`src/conv3x3_image_filter_assert.svh`:
```
// Assertion macros shared by the conv3x3_image_filter RTL.
// Included by the modules that carry concurrent checks; no other dependencies.
`ifndef CONV3X3_IMAGE_FILTER_ASSERT_SVH
`define CONV3X3_IMAGE_FILTER_ASSERT_SVH

// expression must hold at every clock edge outside reset
`define CIF_ASSERT_HOLDS(label, clk, rst, expr, msg) \
   label: assert property (@(posedge clk) disable iff (rst) (expr)) else $error(msg);

// consequent must hold in the same cycle as the antecedent
`define CIF_ASSERT_IMPLIES(label, clk, rst, ante, cons, msg) \
   label: assert property (@(posedge clk) disable iff (rst) (ante) |-> (cons)) else $error(msg);

`endif

```
`src/cif_pkg.sv`:
```
// Shared types and constants of the 3x3 image filter.
// No dependencies; used by the interfaces and every module of the block.
package cif_pkg;

   localparam int PIX_W          = 8;
   localparam int DIM_W          = 11;
   localparam int COEF_W         = 8;
   localparam int OUT_POS_W      = 10;
   localparam int PROD_W         = 17;
   localparam int RSUM_W         = 19;
   localparam int RES_W          = 20;
   localparam int CSR_IDX_W      = 3;
   localparam int CSR_DATA_W     = 24;
   localparam int DEF_MAX_WIDTH  = 1024;
   localparam int DEF_MAX_HEIGHT = 1024;
   localparam int QUEUE_DEPTH    = 4;

   localparam logic [DIM_W-1:0]      RST_FRAME_WIDTH  = DIM_W'(6);
   localparam logic [DIM_W-1:0]      RST_FRAME_HEIGHT = DIM_W'(6);
   localparam logic [CSR_DATA_W-1:0] RST_KERNEL_TOP   = 24'h050403;
   localparam logic [CSR_DATA_W-1:0] RST_KERNEL_MID   = 24'h080706;
   localparam logic [CSR_DATA_W-1:0] RST_KERNEL_BOT   = 24'h0B0A09;

   // register map
   typedef enum logic [CSR_IDX_W-1:0] {
      CSR_FRAME_WIDTH   = 3'd0,
      CSR_FRAME_HEIGHT  = 3'd1,
      CSR_KERNEL_TOP    = 3'd2,
      CSR_KERNEL_MID    = 3'd3,
      CSR_KERNEL_BOTTOM = 3'd4
   } csr_index_type;

   typedef struct packed {
      logic [DIM_W-1:0] width;
      logic [DIM_W-1:0] height;
   } frame_size_type;

   // kernel[row][col], left coefficient at col 0
   typedef logic [2:0][2:0][COEF_W-1:0] kernel_type;

   // window pixel at row k, column m sits at index 3*k+m
   typedef logic [8:0][PIX_W-1:0] window_type;

   typedef struct packed {
      logic [OUT_POS_W-1:0] out_row;
      logic [OUT_POS_W-1:0] out_col;
      logic                 frame_last;
   } pos_type;

   typedef struct packed {
      window_type window;
      pos_type    pos;
   } work_type;

endpackage

```
`src/cif_if.sv`:
```


interface cif_rsp_if;
   logic                                 valid;
   logic                                 ready;
   logic signed [cif_pkg::RES_W-1:0]     filtered_value;
   logic        [cif_pkg::OUT_POS_W-1:0] out_row;
   logic        [cif_pkg::OUT_POS_W-1:0] out_col;
   logic                                 frame_last;

   modport source (output valid, output filtered_value, output out_row, output out_col,
                   output frame_last, input ready);
   modport sink   (input valid, input filtered_value, input out_row, input out_col,
                   input frame_last, output ready);
endinterface

```
`src/cif_back.sv`:
```
// Back end: nine parallel multiplies, row sums, total and the result register.
// Depends on cif_pkg and cif_rsp_if; takes work items from the queue.
module cif_back (
   input  logic                clock,
   input  logic                reset,
   input  cif_pkg::kernel_type kernel,
   input  cif_pkg::work_type   pop_data,
   input  logic                queue_empty,
   output logic                pop,
   cif_rsp_if.source           rsp
);

   logic en;

   logic                               s1_valid_ff;
   cif_pkg::pos_type                   s1_pos_ff;
   logic signed [cif_pkg::PROD_W-1:0]  prod_ff [9];
   logic signed [cif_pkg::PROD_W-1:0]  prod_in [9];

   logic                               s2_valid_ff;
   cif_pkg::pos_type                   s2_pos_ff;
   logic signed [cif_pkg::RSUM_W-1:0]  rsum_ff [3];
   logic signed [cif_pkg::RSUM_W-1:0]  rsum_in [3];

   logic                               out_valid_ff;
   cif_pkg::pos_type                   out_pos_ff;
   logic signed [cif_pkg::RES_W-1:0]   total_ff;
   logic signed [cif_pkg::RES_W-1:0]   total_in;

   // whole pipe moves unless the result register is held
   assign en  = !out_valid_ff || rsp.ready;
   assign pop = en && !queue_empty;

   // unsigned pixel times signed coefficient
   always_comb begin
      for (int k = 0; k < 3; k++) begin
         for (int m = 0; m < 3; m++) begin
            prod_in[3*k + m] = cif_pkg::PROD_W'($signed({1'b0, pop_data.window[3*k + m]}))
                             * cif_pkg::PROD_W'($signed(kernel[k][m]));
         end
      end
   end

   // row sums, then the total
   always_comb begin
      for (int k = 0; k < 3; k++) begin
         rsum_in[k] = cif_pkg::RSUM_W'(prod_ff[3*k]) + cif_pkg::RSUM_W'(prod_ff[3*k + 1])
                    + cif_pkg::RSUM_W'(prod_ff[3*k + 2]);
      end
      total_in = cif_pkg::RES_W'(rsum_ff[0]) + cif_pkg::RES_W'(rsum_ff[1])
               + cif_pkg::RES_W'(rsum_ff[2]);
   end

   // valid chain
   always_ff @(posedge clock) begin
      if (reset) begin
         s1_valid_ff  <= 1'b0;
         s2_valid_ff  <= 1'b0;
         out_valid_ff <= 1'b0;
      end else if (en) begin
         s1_valid_ff  <= !queue_empty;
         s2_valid_ff  <= s1_valid_ff;
         out_valid_ff <= s2_valid_ff;
      end
   end

   // payload stages
   always_ff @(posedge clock) begin
      if (en) begin
         prod_ff    <= prod_in;
         s1_pos_ff  <= pop_data.pos;
         rsum_ff    <= rsum_in;
         s2_pos_ff  <= s1_pos_ff;
         total_ff   <= total_in;
         out_pos_ff <= s2_pos_ff;
      end
   end

   assign rsp.valid          = out_valid_ff;
   assign rsp.filtered_value = total_ff;
   assign rsp.out_row        = out_pos_ff.out_row;
   assign rsp.out_col        = out_pos_ff.out_col;
   assign rsp.frame_last     = out_pos_ff.frame_last;

endmodule

```
`src/flat_wrapper.sv`:
```
// flat-port wrapper written by rule: the top's interface ports become plain ports
module cif_back_flat 
  (clock, reset, kernel, pop_data, queue_empty, pop, rsp_valid, rsp_filtered_value, rsp_out_row, rsp_out_col, rsp_frame_last, rsp_ready);
  cif_rsp_if rsp_i ();
  input  logic clock;
  input  logic reset;
  input  cif_pkg::kernel_type kernel;
  input  cif_pkg::work_type pop_data;
  input  logic queue_empty;
  output logic pop;
  output wire logic [$bits(rsp_i.valid)-1:0] rsp_valid;
  output wire logic [$bits(rsp_i.filtered_value)-1:0] rsp_filtered_value;
  output wire logic [$bits(rsp_i.out_row)-1:0] rsp_out_row;
  output wire logic [$bits(rsp_i.out_col)-1:0] rsp_out_col;
  output wire logic [$bits(rsp_i.frame_last)-1:0] rsp_frame_last;
  input wire logic [$bits(rsp_i.ready)-1:0] rsp_ready;
  assign rsp_valid = rsp_i.valid;
  assign rsp_filtered_value = rsp_i.filtered_value;
  assign rsp_out_row = rsp_i.out_row;
  assign rsp_out_col = rsp_i.out_col;
  assign rsp_frame_last = rsp_i.frame_last;
  assign rsp_i.ready = rsp_ready;
  cif_back u_core (.clock(clock), .reset(reset), .kernel(kernel), .pop_data(pop_data), .queue_empty(queue_empty), .pop(pop), .rsp(rsp_i));
endmodule
```
`config.mk`:
```
export PLATFORM = sky130hd
export DESIGN_NAME = cif_back_flat
export DESIGN_NICKNAME = d
export VERILOG_FILES = /design/src/conv3x3_image_filter_assert.svh /design/src/cif_pkg.sv /design/src/cif_if.sv /design/src/cif_back.sv /design/src/flat_wrapper.sv
export SDC_FILE = /design/constraint.sdc
export NUM_CORES = 2
export LEC_CHECK = 0
export BUFFER_PORTS_ARGS = -buffer_cell sky130_fd_sc_hd__buf_2
export CAP_MARGIN = 20
export CORE_MARGIN = 5
export CORE_UTILIZATION = 45
export DETAILED_ROUTE_END_ITERATION = 8
export PLACE_DENSITY = 0.68
export SYNTH_ARGS = -nofsm -noshare
export SYNTH_HDL_FRONTEND = slang
export SYNTH_SLANG_ARGS = --single-unit
```
`constraint.sdc`:
```
create_clock -name clock -period 10.5 [get_ports clock]
set_input_delay 2.1 -clock clock [delete_from_list [all_inputs] [get_ports clock]]
set_output_delay 2.1 -clock clock [all_outputs]
set_load 0.005 [all_outputs]
```
==> reports/results.txt <==
Worst Path Required = 10.77 ns
Area Growth Syn to Fin = 10.4%
CTS H-Tree Depth = 2
top cells by count, synth = 562 x inv_1, 456 x ha_1, 407 x fa_1
TritonCTS clock tree = done
final WL = 67700 um
Max Cap Violations = 0
ys flop type = edfxtp_1
# hold bufs at CTS = 0
core area = 0.0742 sq mm
Slew @ Worst Pin = 0.992 ns
fmax = 172 MHz
Synthesis Warnings = 0
critical path startpoint = kernel[7]
effective utilization at floorplan = 0.452
skew final = 0.0291 ns
CP Capture Type = flop
# port buffers = 211
register area share after synthesis = 0.264
TritonRoute pass-1 iters = 7
Clk Latency, worst-skew pair = 0.54 ns
Final Instance Area = 0.0371 sq mm
Hold Path Origin = u_core.s2_pos_ff[14]
largest net degree at the start of global routing = 147
final cell count without fillers = 4397
FP Rows = 100
Hold WC Path Type = reg -> reg
reg2reg start = u_core.rsum_ff[39]
Post-synth ARST share = 0
logic gate share of total power = 0.661
final period utilization = 0.555
CP Class = in -> reg
CTS buffer count = 36
Worst path top cell family by delay = adder cells
synth top area cells = edfxtp_1 26%, fa_1 24%, ha_1 17%
DIE AREA = 0.0801 sq mm
Yosys top cell by area = edfxtp_1
PD cells = 309 mW/mm^2
Initial DRC Count = 972
Mapped Cells = 3159
CP Depth = 15
RSZ-0062 raised after global routing = false
post-CTS setup buffers = 0
# diodes = 0
outcome = finished, final reports clean
Worst Path Buf+Inv = 5
width of the die = 283 um
Die Ht = 283 um
Nets = 4433
Int Pwr = 0.00639 W
GR Overflow Total = 0
Clock Tree Buf Depth = 3
max-slew violation count = 0
Worst Reg2Reg Path Length in Cells = 9
average via count per standard cell = 5.04
Routed WL per cell = 15.4 um
switching power = 0.00508 W
I/O pin cnt = 212
Post-Syn Area = 0.0336 sq mm
DP Wirelength = 55700 um
TNS Setup = 0 ns
WHS Path Cells = 0
syn_area_per_cell = 10.6 sq um
Fillers = 6766
Post-Syn Nets = 4191
final setup fails = 0
Post-DP Area = 0.0358 sq mm
Flop pwr share = 0.224
part of the power in the clock network = 0.115
Slew HR = 0.339
Routed Antenna Nets = 0
crit path DAT = 6.09 ns
CP max stage cell = fa_1
Tmin final = 5.82 ns
Yosys reg bits = 296
EDFF count, synth = 293
Max FO, Critical Path = 7
Resized cells post-CTS = 0
crit path launch type = primary input
global-route wire length before repair = 114000 um
CP Cell Sequence = buf_2 > inv_1 > fa_1 > fa_1 > inv_1 > fa_1 > inv_1 > fa_1 > inv_1 > ha_1 > o21ai_0 > a21boi_0 > o21ai_0 > nor4b_1 > a311o_1
Peak VDD IR = 248 uV
DRC violations left = 0
most frequent cell after synthesis = inv_1
placer's final routability congestion estimate = 0.838
share of layout cells above drive strength 1 = 0.0866
Slowest Stage Delay on Critical Path = 0.53 ns
CTS Sinks = 296
Netlist cell types = 74
Sw Ratio = 0.443
initial antenna violation count = 0
Inst Count DP = 4332
clock slew at reported path FFs = 0.06 ns
Root Buffer = clkbuf_16
top cell type's share of synthesized area = 0.262
via count = 22200
number of global-route vias before repair = 22800
Final Hold Vio Count = 0
Leak = 17.5 nW
GRT Util Overall = 0.171
==> layout by cell type (no fill, tap or decap), drive strengths merged, types with 6 or more instances in the layout <==
master / n
a2111oi: 6
a211oi: 16
a21boi: 7
a21o: 29
a21oi: 115
a311oi: 6
a31o: 6
a31oi: 11
and2: 383
and3: 13
buf: 213
bufinv: 7
clkbuf: 41
clkinv: 10
clkinvlp: 6
edfxtp: 293
fa: 407
ha: 456
inv: 563
mux2i: 6
nand2: 197
nand2b: 45
nand3: 22
nand3b: 7
nand4: 9
nor2: 117
nor2b: 44
nor3: 21
nor3b: 9
nor4: 10
o211ai: 21
o21a: 20
o21ai: 82
o21bai: 13
o31ai: 7
or3: 8
xnor2: 109
xor2: 33
==> power by group through the flow <==
stage          Sequential [W]  Clock [W]  Combinational (W)
2_1_floorplan         0.00244          0            0.00590
5_1_grt               0.00262    0.00142            0.00863
3_5_place_dp          0.00259          0            0.00759
3_3_place_gp          0.00259          0            0.00750
4_1_cts               0.00258    0.00137            0.00766
6_report              0.00256    0.00132            0.00759
==> per-layer routing <==
metal | routed length (um) | vias to the layer above | part of all wire | global-route usage
li1 | - | 10900 | - | -
met4 | 1190 | 0 | 0.018 | 0.0326
met3 | 2570 | 78 | 0.038 | 0.0206
met2 | 32500 | 318 | 0.48 | 0.288
met1 | 31500 | 10900 | 0.47 | 0.242
met5 | 0 | - | 0 | 0
==> through the flow <==
stage                     worst slack [ns]  power (W)  utilization  hold slack [ns]
after floorplan                       2.02    0.00835            -            0.400
after global placement                4.07     0.0101        0.483            0.400
after detailed placement              4.13     0.0102        0.483            0.405
after CTS                             4.70     0.0116        0.500            0.418
after global routing                  4.41     0.0127        0.500            0.422
final                                 4.68     0.0115        0.500            0.417
==> flip-flops by register name, summed over array words and instances, names as in the netlist <==
name,flops
u_core.rsp.filtered_value,20
u_core.s1_pos_ff,21
u_core.rsp.out_row,10
u_core.rsp.valid,1
u_core.s1_valid_ff,1
u_core.rsp.frame_last,1
u_core.s2_pos_ff,21
u_core.s2_valid_ff,1
u_core.rsum_ff,57
u_core.rsp.out_col,10
u_core.prod_ff,153
==> path summary, 6_finish.rpt <==
path                                                       to  slack (ns)
worst min-delay path                    u_core.rsp.out_row[3]        0.42
worst max-delay path                      u_core.prod_ff[150]        4.68
worst max register to register  u_core.rsp.filtered_value[13]        6.92
worst min register to register          u_core.rsp.out_row[3]        0.42
==> cell families (layout without fill, tap and decap cells) <==
| kind of cell | count (synthesis) | after routing | synth area share |
|---|---|---|---|
| xor+xnor | 142 | 142 | 0.0371 |
| buf+inv | 571 | 840 | 0.0643 |
| mux | 8 | 8 | 0.00246 |
| flops | 296 | 296 | 0.264 |
| simple gates | 902 | 902 | 0.145 |
| compound gates | 377 | 377 | 0.0746 |
| fa+ha+maj | 863 | 863 | 0.413 |
==> cell type report <==
| type | instances | area (sq um) | area share |
|---|---|---|---|
| clock inverter | 24 | 334 | 0.00901 |
| sequential | 296 | 8860 | 0.239 |
| inverter | 562 | 2120 | 0.0571 |
| clock buffer | 41 | 930 | 0.0251 |
| timing repair buffer | 213 | 1070 | 0.0289 |
| tap | 969 | 1210 | 0.0327 |
| multi-input combinational | 2292 | 22500 | 0.608 |
Note: power is estimated with default switching activity, not from simulation.
