`config.mk`:
```
export PLATFORM = sky130hd
export DESIGN_NAME = cif_queue
export DESIGN_NICKNAME = d
export VERILOG_FILES = /design/src/cif_pkg.sv /design/src/cif_queue.sv
export VERILOG_INCLUDE_DIRS = /design/src /design/src/src
export SDC_FILE = /design/constraint.sdc
export NUM_CORES = 1
export LEC_CHECK = 0
export BUFFER_PORTS_ARGS = -buffer_cell sky130_fd_sc_hd__buf_2
export CORE_ASPECT_RATIO = 1.2
export CORE_MARGIN = 1
export CORE_UTILIZATION = 35
export CTS_CLUSTER_SIZE = 14
export DETAILED_ROUTE_END_ITERATION = 8
export PLACE_DENSITY = 0.52
export SYNTH_ARGS = -nofsm -noshare
export SYNTH_HDL_FRONTEND = slang
export SYNTH_SLANG_ARGS = --single-unit
```
`constraint.sdc`:
```
create_clock -name clock -period 8.2 [get_ports clock]
set_clock_uncertainty 0.1 [all_clocks]
set_input_delay 1.64 -clock clock [delete_from_list [all_inputs] [get_ports clock]]
set_output_delay 1.64 -clock clock [all_outputs]
set_load 0.01 [all_outputs]
```
`src/conv3x3_image_filter_assert.svh`:
```
// Assertion macros shared by the conv3x3_image_filter RTL.
// Included by the modules that carry concurrent checks; no other dependencies.
`ifndef CONV3X3_IMAGE_FILTER_ASSERT_SVH
`define CONV3X3_IMAGE_FILTER_ASSERT_SVH

// expression must hold at every clock edge outside reset
`define CIF_ASSERT_HOLDS(label, clk, rst, expr, msg) \
   label: assert property (@(posedge clk) disable iff (rst) (expr)) else $error(msg);

// consequent must hold in the same cycle as the antecedent
`define CIF_ASSERT_IMPLIES(label, clk, rst, ante, cons, msg) \
   label: assert property (@(posedge clk) disable iff (rst) (ante) |-> (cons)) else $error(msg);

`endif

```
`src/cif_pkg.sv`:
```
// Shared types and constants of the 3x3 image filter.
// No dependencies; used by the interfaces and every module of the block.
package cif_pkg;

   localparam int PIX_W          = 8;
   localparam int DIM_W          = 11;
   localparam int COEF_W         = 8;
   localparam int OUT_POS_W      = 10;
   localparam int PROD_W         = 17;
   localparam int RSUM_W         = 19;
   localparam int RES_W          = 20;
   localparam int CSR_IDX_W      = 3;
   localparam int CSR_DATA_W     = 24;
   localparam int DEF_MAX_WIDTH  = 1024;
   localparam int DEF_MAX_HEIGHT = 1024;
   localparam int QUEUE_DEPTH    = 4;

   localparam logic [DIM_W-1:0]      RST_FRAME_WIDTH  = DIM_W'(6);
   localparam logic [DIM_W-1:0]      RST_FRAME_HEIGHT = DIM_W'(6);
   localparam logic [CSR_DATA_W-1:0] RST_KERNEL_TOP   = 24'h050403;
   localparam logic [CSR_DATA_W-1:0] RST_KERNEL_MID   = 24'h080706;
   localparam logic [CSR_DATA_W-1:0] RST_KERNEL_BOT   = 24'h0B0A09;

   // register map
   typedef enum logic [CSR_IDX_W-1:0] {
      CSR_FRAME_WIDTH   = 3'd0,
      CSR_FRAME_HEIGHT  = 3'd1,
      CSR_KERNEL_TOP    = 3'd2,
      CSR_KERNEL_MID    = 3'd3,
      CSR_KERNEL_BOTTOM = 3'd4
   } csr_index_type;

   typedef struct packed {
      logic [DIM_W-1:0] width;
      logic [DIM_W-1:0] height;
   } frame_size_type;

   // kernel[row][col], left coefficient at col 0
   typedef logic [2:0][2:0][COEF_W-1:0] kernel_type;

   // window pixel at row k, column m sits at index 3*k+m
   typedef logic [8:0][PIX_W-1:0] window_type;

   typedef struct packed {
      logic [OUT_POS_W-1:0] out_row;
      logic [OUT_POS_W-1:0] out_col;
      logic                 frame_last;
   } pos_type;

   typedef struct packed {
      window_type window;
      pos_type    pos;
   } work_type;

endpackage

```
`src/cif_queue.sv`:
```
// Short work queue between the window front end and the multiply back end.
// Depends on cif_pkg and the assertion macro header.
`include "conv3x3_image_filter_assert.svh"

module cif_queue #(
   parameter int DEPTH = cif_pkg::QUEUE_DEPTH
) (
   input  logic              clock,
   input  logic              reset,
   input  logic              push,
   input  cif_pkg::work_type push_data,
   output logic              full,
   input  logic              pop,
   output cif_pkg::work_type pop_data,
   output logic              empty
);

   localparam int PW    = (DEPTH > 1) ? $clog2(DEPTH) : 1;
   localparam int CNT_W = $clog2(DEPTH + 1);

   cif_pkg::work_type slot_ff [DEPTH];
   logic [PW-1:0]     wr_ptr_ff, rd_ptr_ff;
   logic [CNT_W-1:0]  count_ff;

   assign full     = count_ff == CNT_W'(DEPTH);
   assign empty    = count_ff == '0;
   assign pop_data = slot_ff[rd_ptr_ff];

   // pointers and fill level
   always_ff @(posedge clock) begin
      if (reset) begin
         wr_ptr_ff <= '0;
         rd_ptr_ff <= '0;
         count_ff  <= '0;
      end else begin
         if (push) begin
            wr_ptr_ff <= (wr_ptr_ff == PW'(DEPTH - 1)) ? '0 : wr_ptr_ff + PW'(1);
         end
         if (pop) begin
            rd_ptr_ff <= (rd_ptr_ff == PW'(DEPTH - 1)) ? '0 : rd_ptr_ff + PW'(1);
         end
         if (push && !pop) begin
            count_ff <= count_ff + CNT_W'(1);
         end else if (pop && !push) begin
            count_ff <= count_ff - CNT_W'(1);
         end
      end
   end

   // storage
   always_ff @(posedge clock) begin
      if (push) begin
         slot_ff[wr_ptr_ff] <= push_data;
      end
   end

   `CIF_ASSERT_IMPLIES(a_no_push_full, clock, reset, push, !full, "work item pushed into full queue")
   `CIF_ASSERT_IMPLIES(a_no_pop_empty, clock, reset, pop, !empty, "work item popped from empty queue")
   `CIF_ASSERT_HOLDS(a_count_bound, clock, reset, count_ff <= CNT_W'(DEPTH), "queue level overflow")

endmodule

```
==> flow_results.xml, run 1 <==
<?xml version="1.0" encoding="UTF-8"?>
<metrics>
  <group name="timing">
    <metric name="min_period" unit="ps">4550</metric>
    <metric name="finalWorstSetupSlack" unit="ps">3650</metric>
    <metric name="grt_setup_unrepaired" unit="">false</metric>
    <metric name="drv_slew" unit="">0</metric>
    <metric name="max_slew_margin" unit="%">36.12</metric>
    <metric name="max_freq" unit="MHz">219.8</metric>
    <metric name="timing.final.hold_violations" unit="">0</metric>
    <metric name="timing.final.crit_share" unit="%">55.49</metric>
    <metric name="setup-violations-final" unit="">0</metric>
    <metric name="tightest_slew" unit="ps">958.2</metric>
    <metric name="final_setup_tns" unit="ps">0</metric>
  </group>
  <group name="clock_tree">
    <metric name="worst_setup_hold_path_clk_slew" unit="ps">60</metric>
    <metric name="cts_htree_levels" unit="">2</metric>
    <metric name="cts_root_buffer" unit="">clkbuf_16</metric>
    <metric name="tritoncts" unit="">yes</metric>
    <metric name="cts_resized" unit="">0</metric>
    <metric name="clk_path_buf_depth" unit="">3</metric>
    <metric name="cts.repair_timing.setup_buffer_count" unit="">0</metric>
    <metric name="clk-insertion-delay-late" unit="ps">520</metric>
    <metric name="numCtsBuffers" unit="">40</metric>
    <metric name="cts_hold_buf" unit="">0</metric>
    <metric name="cts_sink_count" unit="">381</metric>
  </group>
  <group name="outcome">
    <metric name="status" unit="">complete, no violations</metric>
  </group>
  <group name="synthesis">
    <metric name="synthXorXnorAreaFrac" unit="%">0.1264</metric>
    <metric name="syn-mean-instance-area" unit="um^2">26.20</metric>
    <metric name="yosys.area_share.adder" unit="%">0.6862</metric>
    <metric name="largest_family_of_logic_cells_by_synthesized_area" unit="">multiplexers</metric>
    <metric name="syn-cell-area" unit="um^2">13860</metric>
    <metric name="synth-seq-cells" unit="">381</metric>
    <metric name="synth.area.top_cells" unit="">edfxtp_1 81%, mux4_2 15%, dfxtp_1 1.3%</metric>
    <metric name="number_of_different_library_cells_in_the_post_synthesis_netlist" unit="">19</metric>
    <metric name="synth_sequential_area_ratio" unit="%">81.91</metric>
    <metric name="synth_simple_gate_area_share" unit="%">0.5598</metric>
    <metric name="synth_top_area_share" unit="%">80.61</metric>
    <metric name="synth_compound_area_share" unit="%">0.1083</metric>
    <metric name="netlist.top_cell.by_area" unit="">edfxtp_1</metric>
    <metric name="muxShareOfSynthArea" unit="%">15.40</metric>
    <metric name="syn_inst" unit="">529</metric>
    <metric name="ys_warn_count" unit="">0</metric>
    <metric name="synth_nets" unit="">633</metric>
  </group>
  <group name="worst_hold_path">
    <metric name="hold_path.class" unit="">reg2reg</metric>
  </group>
  <group name="place">
    <metric name="dp_wirelength" unit="um">15690</metric>
    <metric name="place_inst" unit="">1233</metric>
    <metric name="place.gp.congestion" unit="">0.6689</metric>
    <metric name="post_place_setup_slack" unit="ps">4139</metric>
    <metric name="port-buffer-count" unit="">191</metric>
  </group>
  <group name="worst_setup_path">
    <metric name="timing.critical_path.required" unit="ps">6460</metric>
    <metric name="criticalPathCategory" unit="">reg2out</metric>
    <metric name="worstSetupEndpointType" unit="">primary output</metric>
    <metric name="path_max_fanout" unit="">51</metric>
    <metric name="crit_arrival" unit="ps">2810</metric>
    <metric name="r2r_slack" unit="ps">5700</metric>
    <metric name="worstSetupEndpoint" unit="">pop_data[57]</metric>
    <metric name="worst_r2r_path_depth" unit="">3</metric>
    <metric name="worst_r2r_endpoint" unit="">slot_ff[1][10]</metric>
    <metric name="startpoint_type" unit="">flop</metric>
    <metric name="crit-reg2reg-launch" unit="">wr_ptr_ff[0]</metric>
  </group>
  <group name="run">
    <metric name="timing.max_cap.violations" unit="">0</metric>
  </group>
  <group name="layout">
    <metric name="final_core_util" unit="%">42.58</metric>
    <metric name="layout_commonest_cell" unit="">edfxtp_1</metric>
    <metric name="area.growth.synth_to_final" unit="%">19.66</metric>
    <metric name="nFillCells" unit="">3425</metric>
    <metric name="drive_above_1_share" unit="%">44.87</metric>
    <metric name="num-nets-final" unit="">853</metric>
    <metric name="layout_common_cells" unit="">372 x edfxtp_1, 191 x buf_2, 93 x mux4_2</metric>
    <metric name="post_layout_nonfiller_instances" unit="">1308</metric>
  </group>
  <group name="power">
    <metric name="finalPower" unit="mW">4.237</metric>
    <metric name="power-per-cell-area" unit="nW/um^2">255.5</metric>
    <metric name="ir_drop" unit="uV">137.8</metric>
    <metric name="power.leakage" unit="nW">5.503</metric>
  </group>
  <group name="global_route">
    <metric name="track_usage" unit="%">13.64</metric>
    <metric name="grt_pass1_wl" unit="um">40370</metric>
    <metric name="globalRoute.busiestLayer" unit="">met2</metric>
    <metric name="grt_start_max_net_pins" unit="">52</metric>
    <metric name="global_route.usage.met1" unit="%">15.63</metric>
    <metric name="use_met2" unit="%">24.52</metric>
    <metric name="grt_antenna_before_repair" unit="">5</metric>
    <metric name="number_of_global_route_vias_before_repair" unit="">6906</metric>
    <metric name="grt_remaining_overflow" unit="">0</metric>
    <metric name="grt.met3_usage" unit="%">3.768</metric>
  </group>
  <group name="drt">
    <metric name="drc_errors" unit="">0</metric>
    <metric name="drt.antenna.violating_nets" unit="">0</metric>
    <metric name="avgRoutedWirePerCell" unit="um">20.71</metric>
    <metric name="drt_iter0_drc" unit="">327</metric>
    <metric name="routed_wirelength" unit="um">27080</metric>
    <metric name="routed-via-count" unit="">6147</metric>
    <metric name="via_per_inst" unit="">4.700</metric>
    <metric name="drt_pre_antenna_iters" unit="">4</metric>
  </group>
  <group name="floorplan">
    <metric name="die_x" unit="um">183.6</metric>
    <metric name="die_extent_in_y" unit="um">220.0</metric>
    <metric name="io_pins" unit="">192</metric>
    <metric name="die_area" unit="um^2">40400</metric>
    <metric name="core_box_area" unit="um^2">38940</metric>
    <metric name="std_cell_rows" unit="">79</metric>
    <metric name="initial_core_util" unit="%">35.58</metric>
  </group>
</metrics>
-- area by class of cell --
class | instances | area, um^2 | share of cell area, %
Clock buffer | 55 | 1089 | 6.564
Tap cell | 526 | 658.1 | 3.969
Timing Repair Buffer | 198 | 1008 | 6.081
Multi-Input combinational cell | 124 | 2350 | 14.17
Inverter | 4 | 15.01 | 0.09054
Antenna cell | 2 | 5.005 | 0.03018
Sequential cell | 381 | 11360 | 68.49
Clock inverter | 18 | 100.1 | 0.6036
-- cell usage after synthesis --
cell and count:
buf_4 2, inv_1 4, nor3b_1 2, a21oi_1 2, and2_1 4, xor2_1 2
ha_1 6, nor3_1 1, mux2i_1 4, o21ai_0 1, buf_6 8, dfxtp_1 9
mux4_2 93, fa_1 1, nor2_1 7, clkbuf_1 2, or3_1 1, buf_2 8
edfxtp_1 372
-- worst max-delay path, cell delays in order (launching register included) --
cell     delay (ps)
dfxtp_4         800
buf_4           720
mux4_2          460
buf_2           170
-- stage by stage --
step	cell area, um^2	hold slack (ps)
3_3_place_gp	15390	375.7
4_1_cts	16580	434.0
3_5_place_dp	15390	422.3
6_report	16580	433.9
5_1_grt	16580	458.7
2_1_floorplan	13860	360.3
-- state kept, by name (all words and copies together), names as in the netlist, named ones only --
name / flops
slot_ff: 372
rd_ptr_ff: 2
count_ff: 3
wr_ptr_ff: 2
-- per-layer routing --
| metal | up-vias | wire, um |
|---|---|---|
| met5 | - | 41 |
| met4 | 6 | 593 |
| met3 | 48 | 1592 |
| met2 | 140 | 14380 |
| met1 | 3231 | 10470 |
| li1 | 2722 | - |
-- worst min path at each step --
| stage | start | to | slack (ps) | depth (start not counted) |
|---|---|---|---|---|
| after floorplan | count_ff[2] | count_ff[2] | 360 | 2 |
| after global placement | count_ff[2] | count_ff[2] | 380 | 2 |
| after detailed placement | count_ff[2] | count_ff[2] | 420 | 2 |
| after CTS | count_ff[2] | count_ff[2] | 430 | 2 |
| after global routing | count_ff[2] | count_ff[2] | 460 | 2 |
| final | count_ff[2] | count_ff[2] | 430 | 2 |
-- cell families after synthesis --
family | count (synthesis)
AND/OR/NAND/NOR | 15
adder cells (fa/ha/maj) | 7
buffers and inverters | 24
XOR/XNOR | 2
flip-flops | 381
multiplexers | 97
AO/OA/AOI/OAI | 3
-- report_power, final --
| part | internal (mW) | total [mW] | switching, mW |
|---|---|---|---|
| sequential | 2.23 | 2.26 | 0.0284 |
| combinational | 0.157 | 0.349 | 0.193 |
| clock | 0.933 | 1.63 | 0.694 |
No activity file was read; power rests on OpenSTA's default activity.
==> inputs of run 2 (changes only) <==
- ABC_AREA: unset -> 1
- PLACE_DENSITY: 0.52 -> 0.54
- clock period: 8.2 -> 3.8 ns (I/O delays scaled with it)
==> run 2 against run 1 <==
Effect of this change: register-to-register slack got worse by 3900 ps; final cell count increased by 32%; combinational power increased to 2.8 times the previous value; sequential share of layout area decreased by 3.8 points; synthesized area increased by 6.8%; via count increased by 37%; global-route usage increased by 1.2 points; routed wire length increased by 19%; clock power increased by 130%; synthesized cell count increased by 81%; critical path depth increased by 2; critical endpoint is now pop_data[33]; largest power group unchanged; highest routed layer unchanged.
==> flow_results.xml, run 2 <==
<?xml version="1.0" encoding="UTF-8"?>
<metrics>
  <group name="outcome">
    <metric name="status" unit="">complete, no violations</metric>
  </group>
  <group name="worst_setup_path">
    <metric name="startpoint_type" unit="">flop</metric>
    <metric name="timing.critical_path.required" unit="ps">2940</metric>
    <metric name="r2r_slack" unit="ps">1810</metric>
    <metric name="worstSetupEndpointType" unit="">primary output</metric>
    <metric name="crit_arrival" unit="ps">2250</metric>
    <metric name="worst_r2r_endpoint" unit="">slot_ff[1][58]</metric>
    <metric name="crit_chain" unit="">inv_8, buf_4, nor2_1, o22ai_1, buf_2</metric>
    <metric name="criticalPathCategory" unit="">reg2out</metric>
    <metric name="crit_path_top_delay_cell" unit="">inv_8</metric>
    <metric name="timing.critical_path.slowest_cell_delay" unit="ps">440</metric>
    <metric name="crit_buf_inv" unit="">3</metric>
    <metric name="path_max_fanout" unit="">77</metric>
    <metric name="worst_r2r_path_depth" unit="">5</metric>
    <metric name="critical_path.top_delay_family" unit="">buffers and inverters</metric>
    <metric name="crit-reg2reg-launch" unit="">wr_ptr_ff[1]</metric>
  </group>
  <group name="floorplan">
    <metric name="initial_core_util" unit="%">35.43</metric>
    <metric name="die_area" unit="um^2">43100</metric>
    <metric name="core_box_area" unit="um^2">41760</metric>
    <metric name="die_extent_in_y" unit="um">227.2</metric>
    <metric name="std_cell_rows" unit="">82</metric>
    <metric name="die_x" unit="um">189.7</metric>
    <metric name="io_pins" unit="">192</metric>
  </group>
  <group name="drt">
    <metric name="drc_errors" unit="">0</metric>
    <metric name="drt_iter0_drc" unit="">364</metric>
    <metric name="drt.antenna.violating_nets" unit="">0</metric>
    <metric name="dr_wl_met2" unit="um">15790</metric>
    <metric name="via_per_inst" unit="">4.873</metric>
    <metric name="detail_route.wirelength.met1" unit="um">13500</metric>
    <metric name="top_signal_layer_used" unit="">met5</metric>
    <metric name="avgRoutedWirePerCell" unit="um">18.59</metric>
    <metric name="total_met3_wirelength_after_detailed_routing" unit="um">2233</metric>
    <metric name="routed-via-count" unit="">8421</metric>
    <metric name="routed_wirelength" unit="um">32130</metric>
    <metric name="drt_pre_antenna_iters" unit="">4</metric>
  </group>
  <group name="timing">
    <metric name="setup-violations-final" unit="">0</metric>
    <metric name="drv_slew" unit="">0</metric>
    <metric name="grt_setup_unrepaired" unit="">false</metric>
    <metric name="timing.hold.ws" unit="ps">343.4</metric>
    <metric name="min_period" unit="ps">3113</metric>
    <metric name="max_freq" unit="MHz">321.3</metric>
    <metric name="max_slew_margin" unit="%">46.37</metric>
    <metric name="timing.final.hold_violations" unit="">0</metric>
    <metric name="timing.final.crit_share" unit="%">81.92</metric>
    <metric name="final_setup_tns" unit="ps">0</metric>
    <metric name="tightest_slew" unit="ps">804.4</metric>
  </group>
  <group name="layout">
    <metric name="area.growth.synth_to_final" unit="%">18.60</metric>
    <metric name="layout_common_cells" unit="">372 x edfxtp_1, 191 x buf_2, 164 x nor2_1</metric>
    <metric name="num-nets-final" unit="">1253</metric>
    <metric name="nFillCells" unit="">3829</metric>
    <metric name="largest_reg_flops" unit="">372</metric>
    <metric name="drive_above_1_share" unit="%">31.07</metric>
    <metric name="largest_registers_in_the_final_layout" unit="">slot_ff: 372 flops, count_ff: 3 flops</metric>
    <metric name="top_register" unit="">slot_ff</metric>
    <metric name="layout_commonest_cell" unit="">edfxtp_1</metric>
  </group>
  <group name="power">
    <metric name="netSwitchingPower" unit="mW">2.200</metric>
    <metric name="power-per-cell-area" unit="nW/um^2">541.0</metric>
    <metric name="power.leakage" unit="nW">6.037</metric>
    <metric name="power.share.switching" unit="%">23.17</metric>
    <metric name="pwr-share-comb" unit="%">10.2</metric>
    <metric name="p_int" unit="mW">7.295</metric>
    <metric name="clkPwrFrac" unit="%">38.7</metric>
    <metric name="ir_drop" unit="uV">366.4</metric>
    <metric name="pwr-share-seq" unit="%">51.1</metric>
  </group>
  <group name="clock_tree">
    <metric name="tritoncts" unit="">yes</metric>
    <metric name="worst_setup_hold_path_clk_slew" unit="ps">60</metric>
    <metric name="cts_sink_count" unit="">381</metric>
    <metric name="cts_htree_levels" unit="">2</metric>
    <metric name="clk_path_buf_depth" unit="">3</metric>
    <metric name="cts_root_buffer" unit="">clkbuf_16</metric>
    <metric name="cts.repair_timing.setup_buffer_count" unit="">0</metric>
    <metric name="cts_hold_buf" unit="">0</metric>
    <metric name="numCtsBuffers" unit="">40</metric>
    <metric name="clk-insertion-delay-late" unit="ps">530</metric>
    <metric name="cts_resized" unit="">0</metric>
  </group>
  <group name="global_route">
    <metric name="grt_pass1_wl" unit="um">48440</metric>
    <metric name="grt_start_max_net_pins" unit="">187</metric>
    <metric name="grt_remaining_overflow" unit="">0</metric>
    <metric name="grt_antenna_before_repair" unit="">9</metric>
    <metric name="number_of_global_route_vias_before_repair" unit="">8412</metric>
    <metric name="track_usage" unit="%">14.81</metric>
  </group>
  <group name="synthesis">
    <metric name="synth_async_sr_flop_share" unit="%">0</metric>
    <metric name="synth-seq-cells" unit="">381</metric>
    <metric name="synth_nets" unit="">1062</metric>
    <metric name="post-synth-top-count-cell" unit="">edfxtp_1</metric>
    <metric name="synth.area.top_cells" unit="">edfxtp_1 76%, o21ai_0 4.6%, nor2_1 4.2%</metric>
    <metric name="synth_commonest_cells" unit="">372 x edfxtp_1, 164 x nor2_1, 136 x o21ai_0</metric>
    <metric name="synth_enable_flop_cells" unit="">372</metric>
    <metric name="synth_sequential_area_ratio" unit="%">76.72</metric>
    <metric name="number_of_different_library_cells_in_the_post_synthesis_netlist" unit="">25</metric>
    <metric name="synth_top_area_share" unit="%">75.50</metric>
    <metric name="ys_warn_count" unit="">0</metric>
    <metric name="ys.flop_type" unit="">edfxtp_1</metric>
    <metric name="netlist.top_cell.by_area" unit="">edfxtp_1</metric>
    <metric name="syn-mean-instance-area" unit="um^2">15.44</metric>
    <metric name="syn-cell-area" unit="um^2">14800</metric>
    <metric name="syn_inst" unit="">958</metric>
  </group>
  <group name="place">
    <metric name="place.gp.congestion" unit="">0.6733</metric>
    <metric name="dp_wirelength" unit="um">17690</metric>
    <metric name="port-buffer-count" unit="">191</metric>
  </group>
  <group name="worst_hold_path">
    <metric name="timing.hold.worst.start" unit="">push_data[81]</metric>
    <metric name="whs_endpoint" unit="">slot_ff[0][81]</metric>
    <metric name="hold_path.class" unit="">in2reg</metric>
    <metric name="min_delay_path_depth" unit="">1</metric>
  </group>
  <group name="run">
    <metric name="timing.max_cap.violations" unit="">0</metric>
  </group>
</metrics>
[run 2: changes by cell type in the layout (fill, tap and decap cells not counted), moves of 9 or more]
cell | before | now
o22ai_1 | 0 | 63
nor2_4 | 0 | 30
nor2_1 | 7 | 164
o21ai_0 | 1 | 136
mux4_2 | 93 | 0
o22ai_2 | 0 | 30
buf_12 | 0 | 9
o21ai_1 | 0 | 20
o21ai_2 | 0 | 33
[run 2: layout make-up]
type                    count  area [um^2]  share of cell area (%)
flip-flops and latches    381        11360                   64.73
well taps                 546        683.2                   3.893
diodes                      4        10.01                 0.05704
clock inverters            22        153.9                  0.8770
repair buffers            209         1204                   6.859
clock buffers              49         1086                   6.189
multi-input cells         501         2973                   16.94
inverters                  16        80.08                  0.4563
[run 2: how the worst max path moves through the flow]
stage	depth (start not counted)	to
final	5	pop_data[33]
after global routing	5	pop_data[12]
after CTS	5	pop_data[33]
after detailed placement	5	pop_data[33]
after global placement	5	pop_data[33]
after floorplan	2	slot_ff[3][0]
[run 2: metal layers]
layer  track usage (%)  up-vias
li1                  -     4000
met1             17.74     4169
met2             25.59      184
met3             4.763       56
met4             3.928       12
met5                 0        -
[run 2: per-stage QoR]
stage	area [um^2]	std cells	power [mW]	utilization [%]	worst slack [ps]
CTS	17540	1724	9.639	42.00	640.2
floorplan	14800	958	5.529	-	659.3
global route	17540	1725	9.878	42.01	547.6
global placement	16300	1653	5.921	39.03	1219
detailed placement	16300	1653	5.937	39.03	1220
finish	17550	1728	9.494	42.02	687.2
[run 2: cells by family (layout without fill, tap and decap cells)]
| logic type | after synthesis | after routing | share of synthesized area [%] |
|---|---|---|---|
| flip-flops | 381 | 381 | 76.72 |
| AND/OR/NAND/NOR | 208 | 208 | 6.858 |
| other | 0 | 4 | 0 |
| XOR/XNOR | 1 | 1 | 0.05921 |
| AO/OA/AOI/OAI | 285 | 285 | 12.53 |
| buffers and inverters | 76 | 296 | 3.188 |
| adder cells (fa/ha/maj) | 7 | 7 | 0.6427 |
[run 2: power groups by stage]
stage	combinational (mW)	sequential [mW]	clock, mW
2_1_floorplan	0.586	4.94	0
3_3_place_gp	0.980	4.94	0
5_1_grt	1.07	4.87	3.94
6_report	0.964	4.86	3.67
4_1_cts	0.994	4.86	3.79
3_5_place_dp	0.992	4.94	0
